### config.mk
export PLATFORM = sky130hd
export DESIGN_NAME = sensorless_bldc_commutation_timing_core_flat
export DESIGN_NICKNAME = d
export VERILOG_FILES = /design/src/hw/rtl/sbct_pkg.sv /design/src/hw/rtl/sbct_if.sv /design/src/hw/rtl/sbct_cfg_regs.sv /design/src/hw/rtl/sbct_event_core.sv /design/src/hw/rtl/sensorless_bldc_commutation_timing_core.sv /design/src/flat_wrapper.sv
export SDC_FILE = /design/constraint.sdc
export NUM_CORES = 1
export LEC_CHECK = 0
export CAP_MARGIN = 0
export CORE_UTILIZATION = 59
export DETAILED_ROUTE_END_ITERATION = 8
export DONT_BUFFER_PORTS = 1
export PLACE_DENSITY = 0.8
export SLEW_MARGIN = 20
export SYNTH_ARGS = -nofsm -noshare
export SYNTH_HDL_FRONTEND = slang
export SYNTH_SLANG_ARGS = --single-unit
### constraint.sdc
create_clock -name clk_i -period 13.3 [get_ports clk_i]
set_input_delay 0.665 -clock clk_i [delete_from_list [all_inputs] [get_ports clk_i]]
set_output_delay 0.665 -clock clk_i [all_outputs]
set_load 0.05 [all_outputs]
### src/hw/rtl/sbct_pkg.sv
`timescale 1ns / 1ps
`default_nettype none
// ----------------------------------------------------------------------------
// Commutation timing core package
// Shared types and codes for the sensorless commutation timing core.
// ----------------------------------------------------------------------------
package sbct_pkg;

  typedef enum logic [1:0] {
    FUNC_OVERFLOW = 2'd0,
    FUNC_CAPTURE  = 2'd1,
    FUNC_TICK     = 2'd2,
    FUNC_SETUP    = 2'd3
  } func_e;

  typedef enum logic [1:0] {
    TA_NONE = 2'd0,
    TA_LOAD = 2'd1,
    TA_ADD  = 2'd2
  } timer_action_e;

  typedef enum logic [3:0] {
    REG_STARTUP_TIME     = 4'd0,
    REG_BLANK_TICKS      = 4'd1,
    REG_LEAD_TICKS       = 4'd2,
    REG_LEAD_OFFSET      = 4'd3,
    REG_ERROR_SHIFT      = 4'd4,
    REG_GOOD_CROSSINGS   = 4'd5,
    REG_DWELL_TICKS      = 4'd6,
    REG_ALIGN_STEPS      = 4'd7
  } reg_idx_e;

  typedef struct packed {
    logic [1:0]  func;
    logic [15:0] capture_time;
    logic        detect_phase;
    logic        flyback_settled;
  } evt_t;

  typedef struct packed {
    logic        commutate_now;
    logic [1:0]  timer_action;
    logic [15:0] timer_value;
    logic        comparator_enable;
    logic        closed_loop;
    logic        stall_clear;
    logic        align_done;
    logic        timer_enable;
  } res_t;

  typedef struct packed {
    logic [3:0]  reg_index;
    logic [15:0] reg_data;
  } cfg_req_t;

  typedef struct packed {
    logic [15:0] startup_time;
    logic [7:0]  blank_ticks;
    logic [15:0] lead_ticks;
    logic [15:0] lead_offset;
    logic [3:0]  error_shift;
    logic [7:0]  good_crossings_needed;
    logic [7:0]  dwell_ticks;
    logic [7:0]  align_steps;
  } cfg_t;

endpackage
`default_nettype wire

### src/hw/rtl/sbct_if.sv
`timescale 1ns / 1ps
`default_nettype none
// ----------------------------------------------------------------------------
// Commutation timing core channels
// Valid/ready channels for events, results and register writes.
// ----------------------------------------------------------------------------
interface sbct_evt_if;
  import sbct_pkg::*;
  logic valid;
  logic ready;
  evt_t payload;
  modport source (output valid, output payload, input ready);
  modport sink (input valid, input payload, output ready);
endinterface

interface sbct_res_if;
  import sbct_pkg::*;
  logic valid;
  logic ready;
  res_t payload;
  modport source (output valid, output payload, input ready);
  modport sink (input valid, input payload, output ready);
endinterface

interface sbct_cfg_if;
  import sbct_pkg::*;
  logic     valid;
  logic     ready;
  cfg_req_t payload;
  modport source (output valid, output payload, input ready);
  modport sink (input valid, input payload, output ready);
endinterface
`default_nettype wire

### src/hw/rtl/sbct_cfg_regs.sv
`timescale 1ns / 1ps
`default_nettype none
// ----------------------------------------------------------------------------
// Commutation timing configuration registers
// Holds the eight configuration registers, written one request at a time.
// ----------------------------------------------------------------------------
module sbct_cfg_regs (
  input  logic                clk_i,
  input  logic                rst_ni,
  input  logic                wr_en_i,
  input  sbct_pkg::cfg_req_t  wr_req_i,
  output sbct_pkg::cfg_t      cfg_o
);
  import sbct_pkg::*;

  cfg_t cfg_d, cfg_q;

  always_comb begin
    cfg_d = cfg_q;
    if (wr_en_i) begin
      unique case (reg_idx_e'(wr_req_i.reg_index))
        REG_STARTUP_TIME:   cfg_d.startup_time          = wr_req_i.reg_data;
        REG_BLANK_TICKS:    cfg_d.blank_ticks           = wr_req_i.reg_data[7:0];
        REG_LEAD_TICKS:     cfg_d.lead_ticks            = wr_req_i.reg_data;
        REG_LEAD_OFFSET:    cfg_d.lead_offset           = wr_req_i.reg_data;
        REG_ERROR_SHIFT:    cfg_d.error_shift           = wr_req_i.reg_data[3:0];
        REG_GOOD_CROSSINGS: cfg_d.good_crossings_needed = wr_req_i.reg_data[7:0];
        REG_DWELL_TICKS:    cfg_d.dwell_ticks           = wr_req_i.reg_data[7:0];
        REG_ALIGN_STEPS:    cfg_d.align_steps           = wr_req_i.reg_data[7:0];
        default: ;
      endcase
    end
  end

  always_ff @(posedge clk_i or negedge rst_ni) begin
    if (!rst_ni) begin
      cfg_q.startup_time          <= 16'hF000;
      cfg_q.blank_ticks           <= 8'd16;
      cfg_q.lead_ticks            <= 16'd0;
      cfg_q.lead_offset           <= 16'd0;
      cfg_q.error_shift           <= 4'd1;
      cfg_q.good_crossings_needed <= 8'd6;
      cfg_q.dwell_ticks           <= 8'd50;
      cfg_q.align_steps           <= 8'd6;
    end else begin
      cfg_q <= cfg_d;
    end
  end

  assign cfg_o = cfg_q;

endmodule
`default_nettype wire

### src/hw/rtl/sbct_event_core.sv
`timescale 1ns / 1ps
`default_nettype none
// ----------------------------------------------------------------------------
// Commutation timing event core
// Loop state and the combinational handling of one motor event.
// ----------------------------------------------------------------------------
module sbct_event_core (
  input  logic            clk_i,
  input  logic            rst_ni,
  input  logic            accept_i,
  input  sbct_pkg::evt_t  evt_i,
  input  sbct_pkg::cfg_t  cfg_i,
  output sbct_pkg::res_t  res_o
);
  import sbct_pkg::*;

  logic        await_d, await_q;
  logic        closed_d, closed_q;
  logic        running_d, running_q;
  logic [15:0] period_d, period_q;
  logic [15:0] avg_d, avg_q;
  logic [15:0] half_d, half_q;
  logic [15:0] acp_d, acp_q;
  logic [7:0]  good_d, good_q;
  logic [7:0]  dwell_d, dwell_q;
  logic [7:0]  steps_d, steps_q;

  logic [15:0] period_adj;
  logic [7:0]  good_adj;
  logic [7:0]  good_dec;
  logic [15:0] half_new;
  logic [15:0] err;
  logic [16:0] err_mag;
  logic [15:0] win_neg;
  logic [15:0] win;
  logic        in_window;
  logic [15:0] err_shifted;
  logic [15:0] period_corr;
  logic [15:0] avg_half;
  logic [15:0] cap_half;
  logic [7:0]  dwell_dec;
  logic [7:0]  steps_dec;

  always_comb begin
    period_adj  = (await_q && closed_q) ? period_q - {4'd0, half_q[15:4]} : period_q;
    good_adj    = await_q ? cfg_i.good_crossings_needed : good_q;
    good_dec    = good_adj - 8'd1;
    half_new    = {1'b1, period_adj[15:1]};
    err         = avg_q - half_new;
    err_mag     = err[15] ? 17'h10000 - {1'b0, err} : {1'b0, err};
    win_neg     = 16'd0 - half_new;
    win         = 16'($signed(win_neg) >>> 1);
    in_window   = !win[15] && (err_mag < {2'd0, win[14:0]});
    err_shifted = 16'($signed(err) >>> cfg_i.error_shift);
    period_corr = period_adj - err_shifted;
    avg_half    = {1'b1, avg_q[15:1]};
    cap_half    = {1'b1, evt_i.capture_time[15:1]};
    dwell_dec   = dwell_q - 8'd1;
    steps_dec   = steps_q - 8'd1;
  end

  always_comb begin
    await_d   = await_q;
    closed_d  = closed_q;
    running_d = running_q;
    period_d  = period_q;
    avg_d     = avg_q;
    half_d    = half_q;
    acp_d     = acp_q;
    good_d    = good_q;
    dwell_d   = dwell_q;
    steps_d   = steps_q;

    res_o                   = '0;
    res_o.timer_action      = TA_NONE;

    unique case (func_e'(evt_i.func))
      FUNC_OVERFLOW: begin
        if (running_q) begin
          res_o.commutate_now = 1'b1;
          period_d = period_adj;
          good_d   = good_adj;
          if (evt_i.detect_phase) begin
            res_o.timer_action = TA_ADD;
            res_o.timer_value  = period_adj + {8'd0, cfg_i.blank_ticks};
            if (evt_i.flyback_settled) begin
              res_o.comparator_enable = 1'b1;
              await_d = 1'b1;
            end
          end else begin
            half_d = half_new;
            if (in_window) begin
              res_o.stall_clear = 1'b1;
              if (!closed_q) begin
                good_d = good_dec;
                if (good_dec == 8'd0) begin
                  closed_d = 1'b1;
                end
              end
            end else begin
              good_d = cfg_i.good_crossings_needed;
            end
            period_d = period_corr;
            if (avg_q < period_corr) begin
              avg_d = period_corr;
            end
            res_o.timer_action = TA_ADD;
            res_o.timer_value  = period_corr + cfg_i.lead_offset;
            await_d = 1'b0;
            acp_d   = half_new + cfg_i.lead_ticks;
          end
        end
      end
      FUNC_CAPTURE: begin
        if (await_q) begin
          if (avg_q <= period_q) begin
            avg_d = evt_i.capture_time;
          end else begin
            avg_d = avg_half + cap_half;
          end
          if (closed_q) begin
            res_o.timer_action = TA_LOAD;
            res_o.timer_value  = acp_q;
          end
          await_d = 1'b0;
        end
      end
      FUNC_TICK: begin
        dwell_d = dwell_dec;
        if (dwell_dec == 8'd0) begin
          steps_d = steps_dec;
          dwell_d = cfg_i.dwell_ticks;
          if (steps_dec == 8'd0) begin
            good_d    = cfg_i.good_crossings_needed;
            period_d  = cfg_i.startup_time;
            half_d    = {1'b1, cfg_i.startup_time[15:1]};
            avg_d     = cfg_i.startup_time;
            acp_d     = {1'b1, cfg_i.startup_time[15:1]};
            await_d   = 1'b0;
            running_d = 1'b1;
            res_o.timer_action = TA_LOAD;
            res_o.timer_value  = cfg_i.startup_time;
            res_o.align_done   = 1'b1;
          end else begin
            res_o.commutate_now = 1'b1;
          end
        end
      end
      FUNC_SETUP: begin
        dwell_d = cfg_i.dwell_ticks;
        steps_d = cfg_i.align_steps;
        res_o.commutate_now = 1'b1;
      end
      default: ;
    endcase

    res_o.closed_loop  = closed_d;
    res_o.timer_enable = running_d;
  end

  always_ff @(posedge clk_i or negedge rst_ni) begin
    if (!rst_ni) begin
      await_q   <= 1'b0;
      closed_q  <= 1'b0;
      running_q <= 1'b0;
      period_q  <= 16'd0;
      avg_q     <= 16'd0;
      half_q    <= 16'd0;
      acp_q     <= 16'd0;
      good_q    <= 8'd0;
      dwell_q   <= 8'd0;
      steps_q   <= 8'd0;
    end else if (accept_i) begin
      await_q   <= await_d;
      closed_q  <= closed_d;
      running_q <= running_d;
      period_q  <= period_d;
      avg_q     <= avg_d;
      half_q    <= half_d;
      acp_q     <= acp_d;
      good_q    <= good_d;
      dwell_q   <= dwell_d;
      steps_q   <= steps_d;
    end
  end

endmodule
`default_nettype wire

### src/hw/rtl/sensorless_bldc_commutation_timing_core.sv
`timescale 1ns / 1ps
`default_nettype none
// ----------------------------------------------------------------------------
// Sensorless commutation timing core
// Event-driven commutation timer for a sensorless three-phase motor drive.
//
// Events (timer overflow, zero-cross capture, alignment tick, setup) arrive
// as requests on in_i; each one yields exactly one result request on out_o.
// Registers are written through cfg_i, which is always ready; write them only
// while no event is in flight.
// A result appears in the cycle after its event is accepted. The loop state and
// the output register are updated in the same cycle, so one event is
// accepted every cycle while the output is free or being taken.
// When the receiver stalls, the pending result holds in the output register
// and in_i drops ready until it is taken.
// Reset clears the loop state, loads the register defaults and empties the
// output register.
// ----------------------------------------------------------------------------
module sensorless_bldc_commutation_timing_core (
  input  logic     clk_i,
  input  logic     rst_ni,
  sbct_evt_if.sink   in_i,
  sbct_res_if.source out_o,
  sbct_cfg_if.sink   cfg_i
);
  import sbct_pkg::*;

  cfg_t cfg;
  res_t res;
  logic accept;
  logic out_valid_d, out_valid_q;
  res_t out_data_q;

  assign cfg_i.ready = 1'b1;
  assign in_i.ready  = !out_valid_q || out_o.ready;
  assign accept      = in_i.valid && in_i.ready;

  sbct_cfg_regs u_cfg_regs (
    .clk_i    (clk_i),
    .rst_ni   (rst_ni),
    .wr_en_i  (cfg_i.valid),
    .wr_req_i (cfg_i.payload),
    .cfg_o    (cfg)
  );

  sbct_event_core u_event_core (
    .clk_i    (clk_i),
    .rst_ni   (rst_ni),
    .accept_i (accept),
    .evt_i    (in_i.payload),
    .cfg_i    (cfg),
    .res_o    (res)
  );

  assign out_valid_d = accept || (out_valid_q && !out_o.ready);

  always_ff @(posedge clk_i or negedge rst_ni) begin
    if (!rst_ni) begin
      out_valid_q <= 1'b0;
    end else begin
      out_valid_q <= out_valid_d;
    end
  end

  always_ff @(posedge clk_i) begin
    if (accept) begin
      out_data_q <= res;
    end
  end

  assign out_o.valid   = out_valid_q;
  assign out_o.payload = out_data_q;

endmodule
`default_nettype wire
### src/flat_wrapper.sv
// flat-port wrapper written by rule: the top's interface ports become plain ports
module sensorless_bldc_commutation_timing_core_flat import sbct_pkg::*;
  (clk_i, rst_ni, in_i_valid, in_i_payload, in_i_ready, out_o_valid, out_o_payload, out_o_ready, cfg_i_valid, cfg_i_payload, cfg_i_ready);
  sbct_evt_if in_i_i ();
  sbct_res_if out_o_i ();
  sbct_cfg_if cfg_i_i ();
  input  logic clk_i;
  input  logic rst_ni;
  input wire logic [$bits(in_i_i.valid)-1:0] in_i_valid;
  input wire logic [$bits(in_i_i.payload)-1:0] in_i_payload;
  output wire logic [$bits(in_i_i.ready)-1:0] in_i_ready;
  output wire logic [$bits(out_o_i.valid)-1:0] out_o_valid;
  output wire logic [$bits(out_o_i.payload)-1:0] out_o_payload;
  input wire logic [$bits(out_o_i.ready)-1:0] out_o_ready;
  input wire logic [$bits(cfg_i_i.valid)-1:0] cfg_i_valid;
  input wire logic [$bits(cfg_i_i.payload)-1:0] cfg_i_payload;
  output wire logic [$bits(cfg_i_i.ready)-1:0] cfg_i_ready;
  assign in_i_i.valid = in_i_valid;
  assign in_i_i.payload = in_i_payload;
  assign in_i_ready = in_i_i.ready;
  assign out_o_valid = out_o_i.valid;
  assign out_o_payload = out_o_i.payload;
  assign out_o_i.ready = out_o_ready;
  assign cfg_i_i.valid = cfg_i_valid;
  assign cfg_i_i.payload = cfg_i_payload;
  assign cfg_i_ready = cfg_i_i.ready;
  sensorless_bldc_commutation_timing_core u_core (.clk_i(clk_i), .rst_ni(rst_ni), .in_i(in_i_i), .out_o(out_o_i), .cfg_i(cfg_i_i));
endmodule
After elaboration in Yosys (flattened, before gate mapping)
Index checks and enable logic that the tools add are counted.
{ "word_totals": {"ff_bits": 200, "latch_bits": 0, "ramBits": 0, "rom_bits": 0, "input_bits": 45, "output_inout_bits": 27, "word_cells": 157, "memories": 0} }
{ "op_classes": {"addsub": 12, "n_mul": 0, "div": 0, "magnitude_cmp": 3, "n_eq_ne": 17, "n_shift": 1, "n_mux": 61, "bitwise_logic": 2, "reduce_logical": 34} }
{ "ops": {"columns": ["operator", "n"], "rows": [
  ["$mux 16", 17],
  ["$pmux 16 s2", 3],
  ["$mux 8", 9],
  ["$pmux 18 s3", 1],
  ["$mux 17", 3],
  ["$add 16x16->16", 3],
  ["$pmux 16 s3", 1],
  ["$pmux 8 s2", 3],
  ["$sub 16x16->16", 2],
  ["$logic_not 8->1", 3],
  ["$sub 8x1->8 const B", 3],
  ["$mux 20", 1],
  ["$reduce_and 2->1", 10],
  ["$mux 1", 19],
  ["$mux 19", 1],
  ["$mux 18", 1],
  ["$lt 17x15->1", 1],
  ["$sub 17x16->17 const A", 1],
  ["$add 16x8->16", 1],
  ["$eq 4x3->1 const B", 4],
  ["$le 16x16->1", 1],
  ["$lt 16x16->1", 1],
  ["$sshr 16x4->16", 1],
  ["$sub 1x16->16 const A", 1],
  ["other kinds (21)", 39]
]} }

Longest topological paths before layout
{ "depth": {"depth_word": 11, "ltp_mapped": 51, "mapped_depth_nobuf": 50} }

By module
A second synthesis with hierarchy kept.
{ "hier_totals": {"cells_unflattened": 1931, "area_unflattened_um2": 16871.2} }
{ "by_module_without_submodules": {"columns": ["module", "instances", "cells_per_inst", "area_each_um2", "seq_area_each_um2"], "rows": [
  ["sbct_event_core", 1, 1715, 12829.8, 2177.1],
  ["sbct_cfg_regs", 1, 186, 3255.6, 2118.3],
  ["sensorless_bldc_commutation_timing_core", 1, 30, 785.8, 745.7]
]} }

Worst setup path after synthesis
Ideal clock, no wire load.
{ "synth_timing": {"kind": "register -> register", "startpoint": "reg u_core.u_event_core.period_q[0]", "endpoint": "reg u_core.u_event_core.avg_q[10]", "setup_ns": 0.125, "arrival_time_ns": 10.068, "required_ns": 13.175, "slack_ns": 3.108, "stages_incl_launch_ff": 45, "synth_period_minus_slack_ns": 10.192, "cell_sequence": "dfrtp_1 > inv_1 > ha_1 > inv_1 > fa_1 > a21o_1 > a21oi_1 > xnor2_1 > nand2_1 > o21ai_0 > inv_1 > ha_1 > a21oi_1 > nor2b_1 > a311oi_1 > a21oi_1 > maj3_2 > a2111oi_4 > (+9 left out) > o21bai_1 > a21oi_1 > o21bai_1 > a21oi_1 > o21bai_1 > a2111oi_0 > o22ai_1 > a21oi_1 > a21oi_1 > a221o_1 > xnor2_1 > ha_1 > a21o_1 > a211oi_1 > o21ai_0 > a221oi_1 > clkbuf_1 > mux2_2"} }
{ "synth_between": {"elab_chain_len": 9, "elab_cells_between_ends": 15, "cone_classes": "3 x add/sub; 2 x order compare; 1 x eq/ne; 1 x shift; 7 x mux; 1 x reduce/logical"} }
{ "synth_rtl": {"columns": ["item", "line", "rtl"], "rows": [
  ["from (decl)", "sbct_event_core.sv:20", "logic [15:0] period_d, period_q;"],
  ["from (signal assigned)", "sbct_event_core.sv:177", "period_q <= period_d;"],
  ["branches (longest 9 deep; another with $sub 16x12->16)", null, null],
  ["to (signal assigned)", "sbct_event_core.sv:178", "avg_q <= avg_d;"],
  ["to (decl)", "sbct_event_core.sv:21", "logic [15:0] avg_d, avg_q;"]
]} }
Parallel ways; which one is timed is not known. The select of a mux whose other input is x is not followed.
A chain may end at the register's enable or synchronous reset.

Final worst setup path
{ "layout_timing": {"startpoint": "reg u_core.u_event_core.await_q", "endpoint": "reg u_core.u_event_core.avg_q[14]"} }
{ "layout_between": {"elab_chain_len": 9, "elab_cells_between_ends": 13, "cone_classes": "2 x add/sub; 1 x order compare; 2 x eq/ne; 1 x shift; 5 x mux; 2 x reduce/logical"} }
{ "layout_rtl": {"columns": ["item", "line", "rtl"], "rows": [
  ["from (decl)", "sbct_event_core.sv:17", "logic await_d, await_q;"],
  ["from (signal assigned)", "sbct_event_core.sv:174", "await_q <= await_d;"],
  ["branches (longest 9 deep; another with $sub 16x16->16)", null, null]
]} }
Parallel ways; which one is timed is not known. The select of a mux whose other input is x is not followed.

==> results.txt <==
For this design, the slowest cell found on the critical path is sky130_fd_sc_hd__dfrtp_1. For this block, the initial DRC count from the detailed router was ~1,600. sky130_fd_sc_hd__nor2_1 is the most common cell in the netlist. The global-route usage over all layers is 35.27%. After synthesis, the most frequently instantiated cells are sky130_fd_sc_hd__nor2_1, sky130_fd_sc_hd__dfrtp_1, sky130_fd_sc_hd__nand2_1, sky130_fd_sc_hd__o21ai_0, sky130_fd_sc_hd__ha_1. The area enclosed by the die boundary came out at roughly 29,000 sq um.

The clock arrives with 16.40 ps of skew. Based on the critical path, the design can be clocked at up to 0.08477 GHz. In this run the worst hold path is classified as input port to async pin. Sequential cells were found to cover 30.22% of the synthesized design area. The wire length of the first global-routing pass came out at 78,350 um. The count of buffers added on input and output ports is 0. Fill cells in the final layout number 2,361. The post-detailed-placement half-perimeter wirelength came out at ~37,000 um. Counting flops with a built-in enable in the synthesized netlist gives 24. The portion of the clock cycle consumed by the worst path in the final layout is 88.69%. The setup path with the least slack is of type register to register.

The total via count in the routed design is around 15,000. The number of maximum-capacitance violations came out at 0. The worst setup path is captured at a register. The post-synthesis average cell area came out at slightly below 9 sq um. Once the floorplan was initialized, standard cells occupied 60.05% of the core. Yosys attributes the largest share of cell area to sky130_fd_sc_hd__dfrtp_1, sky130_fd_sc_hd__ha_1, sky130_fd_sc_hd__mux2_2, sky130_fd_sc_hd__xnor2_1, sky130_fd_sc_hd__o21ai_0. In the synthesized netlist the dominant register cell turns out to be sky130_fd_sc_hd__dfrtp_1.

The mean number of vias per cell came out at 6.561. The number of hold violations in the final report was 0. The maximum level of the CTS H-tree is 4. Setup repair after global routing left no endpoint under its margin.

The synthesized design devotes to its leading area cell type 23.85% of total area. The total area of multi-input combinational cells is 10,910 sq um. The worst path required time came out at 13,620 ps. The layout net count came out at 2,049. The worst stage delay on the critical path came out at 860 ps.

For this run, asynchronously set or reset flops after synthesis account for 87.76%. Wires add up to 50,110 um. The cell area that synthesis handed to floorplanning was approximately 17,000 sq um. Synthesis handed over a netlist of 1,900 instances. The clock reaches the later pin of the worst-skew pair after 460 ps. The aggregate negative setup slack is 0 ps. The post-detailed-route wirelength per cell came out at 22.33 um. The slew at the pin closest to its max-slew limit came out at 1165 ps. The yosys synthesis warning count is 0. The number of buffers added for setup after CTS came out at 0. The critical path buffer and inverter count came out at 2. The global-route congestion overflow total came out at 0. The clock transition time at the flip-flop clock pins of the worst setup and hold paths came out at 80 ps. From synthesis to final layout, the design area changed by 5.880%. The number of nets with antenna violations after detailed routing is 0. Counting I/O delays and the setup requirement, the final critical path takes 11,800 ps.

The via count of the first global-routing pass was 14,080. The number of buffers created by CTS came out at 17. Row generation in the floorplan step produced 61 rows. The maximum number of pins on one net before global-route repair came out at 160. The die outline height is 170.2 um. The biggest fanout along the worst timing path came out at 22. The number of setup violations in the final report is 0. Counting flops and latches in the post-synthesis netlist gives 196. The placeable core area is 27,780 sq um.

The number of antenna violations at the first check in global routing was 1. The net count after synthesis is 2,096. The number of top-level pins is 72. The library cell appearing most often on the critical path is sky130_fd_sc_hd__a21oi_1. The number of slew-limit violations in the final report is 0. For this design, the sink count on the clock tree is 196.

The storage element area came out at 5041 sq um. The placer's final routability congestion estimate came out at 0.9654. At the worst endpoint, the arrival time is roughly 12,000 ps. Headroom to the max-slew limit came out at about 22%.

The first-pass iteration count of the detailed router is 6. The number of design rule violations left after detail routing is 0. Broken down by cell family, the worst path's largest delay share belongs to compound AO/OA/AOI/OAI gates.

The clock root buffer master is sky130_fd_sc_hd__clkbuf_16. The ratio of cells with drive above 1 in the final layout came out at 11.74%. TritonCTS built the clock tree. The flow ran to the end, and the final reports show no timing, DRC or antenna violations. The number of diodes is 0.

Once the clock tree was built, the resizer swapped 0 gates to a different size. The count of cell types in the netlist came out at 88. STA classifies the critical path startpoint as a register. The maximum count of clock buffers along a single path is 2. The die is between 150 and 200 um wide. The largest total area in the synthesized netlist belongs to sky130_fd_sc_hd__dfrtp_1. After clock tree synthesis, the flow added hold-fix buffers numbering 1.
placed cells by master, fill, tap and decap left out, types with 8 or more instances in the layout:
cell	Yosys	routed
sky130_fd_sc_hd__and3_1	12	12
sky130_fd_sc_hd__o21bai_1	10	10
sky130_fd_sc_hd__buf_4	2	21
sky130_fd_sc_hd__xnor2_1	95	95
sky130_fd_sc_hd__nor4_1	15	14
sky130_fd_sc_hd__nand4_1	13	13
sky130_fd_sc_hd__a31oi_1	24	24
sky130_fd_sc_hd__a222oi_1	12	12
sky130_fd_sc_hd__nand3_1	22	22
sky130_fd_sc_hd__a21oi_1	118	116
sky130_fd_sc_hd__dfrtp_1	159	159
sky130_fd_sc_hd__nor3_1	42	42
sky130_fd_sc_hd__mux2_2	108	108
sky130_fd_sc_hd__maj3_1	8	8
sky130_fd_sc_hd__o21a_1	37	37
sky130_fd_sc_hd__a22oi_1	10	10
sky130_fd_sc_hd__a211oi_1	16	16
sky130_fd_sc_hd__dfstp_2	13	13
sky130_fd_sc_hd__a21o_1	47	47
sky130_fd_sc_hd__inv_1	110	110
sky130_fd_sc_hd__or3_1	13	13
sky130_fd_sc_hd__nand2b_1	21	21
sky130_fd_sc_hd__clkbuf_16	0	17
sky130_fd_sc_hd__o21ai_1	10	9
sky130_fd_sc_hd__mux2i_1	38	38
sky130_fd_sc_hd__nor2b_1	18	18
sky130_fd_sc_hd__nand2_1	154	154
sky130_fd_sc_hd__edfxtp_1	24	24
sky130_fd_sc_hd__o21ai_0	150	150
sky130_fd_sc_hd__xor2_1	36	36
sky130_fd_sc_hd__nor2_1	164	162
sky130_fd_sc_hd__o211ai_1	33	33
sky130_fd_sc_hd__ha_1	144	143
path summary, 6_finish.rpt:
path	start	endpoint	slack, ps	cells past startpoint
max in group asynchronous	rst_ni	u_core.u_cfg_regs.cfg_o[71]	12430	1
max reg2reg	u_core.u_event_core.await_q	u_core.u_event_core.avg_q[14]	1500	41
max	u_core.u_event_core.await_q	u_core.u_event_core.avg_q[14]	1500	41
min	rst_ni	u_core.u_cfg_regs.cfg_o[80]	40	0
min in group clk_i	in_i_payload[0]	u_core.u_event_core.await_q	290	1
min reg2reg	u_core.u_event_core.half_q[15]	u_core.u_event_core.half_q[15]	460	2
through the flow:
stage                     cell area, sq um  cells  utilization (%)  hold slack (ps)  setup slack, ps
after floorplan                      16680   1900                -            369.4             3108
after global placement               17000   2210            61.18            376.0             2242
after detailed placement             17000   2210            61.18            376.4             1917
after CTS                            17630   2243            63.45            33.94             1827
after global routing                 17660   2244            63.58            28.61            697.7
final                                17660   2244            63.58            42.52             1504
state kept, by name (all words and copies together) (netlist names), 8 cells and up:
| register | flops |
|---|---|
| u_core.u_event_core.avg_q | 16 |
| u_core.u_event_core.good_q | 8 |
| u_core.out_o.payload | 24 |
| u_core.u_event_core.acp_q | 16 |
| u_core.u_cfg_regs.cfg_o | 84 |
| u_core.u_event_core.steps_q | 8 |
| u_core.u_event_core.dwell_q | 8 |
| u_core.u_event_core.period_q | 16 |
| u_core.u_event_core.half_q | 12 |
final cells by class:
class / instances / area share (%)
multi-input cells: 1501 / 61.74
flip-flops and latches: 196 / 28.54
well taps: 378 / 2.678
inverters: 114 / 2.423
clock buffers: 17 / 2.408
repair buffers: 23 / 1.204
clock inverters: 15 / 1.006
worst reg2reg max path, delay by kind of cell, from the launching register on:
family | cells | cell delay [ps]
AOI/OAI and AO/OA | 27 | 5400
adders and majority gates | 4 | 1510
muxes | 2 | 1160
and+or+nand+nor | 4 | 1080
xor gates and xnor gates | 2 | 1060
DFF | 1 | 860
buffers and inverters | 2 | 640
cell families after synthesis:
kind of cell	share of synthesized area, %
xor+xnor	6.975
fa+ha+maj	12.19
other cells	0.02248
buf+inv	4.725
mux	10.25
simple gates	14.08
compound gates	21.55
flops	30.22
per-layer routing:
metal	global-route usage (%)	vias to the layer above	share of wire (%)
li1	-	6793	-
met1	47.98	7044	42
met2	54.70	753	45
met3	5.535	131	8.5
met4	17.08	2	4.7
met5	0	-	0.022
Power is left out: the tool's default activity adds up to more than one toggle a clock period on the data nets, which glitch-free logic cannot reach.
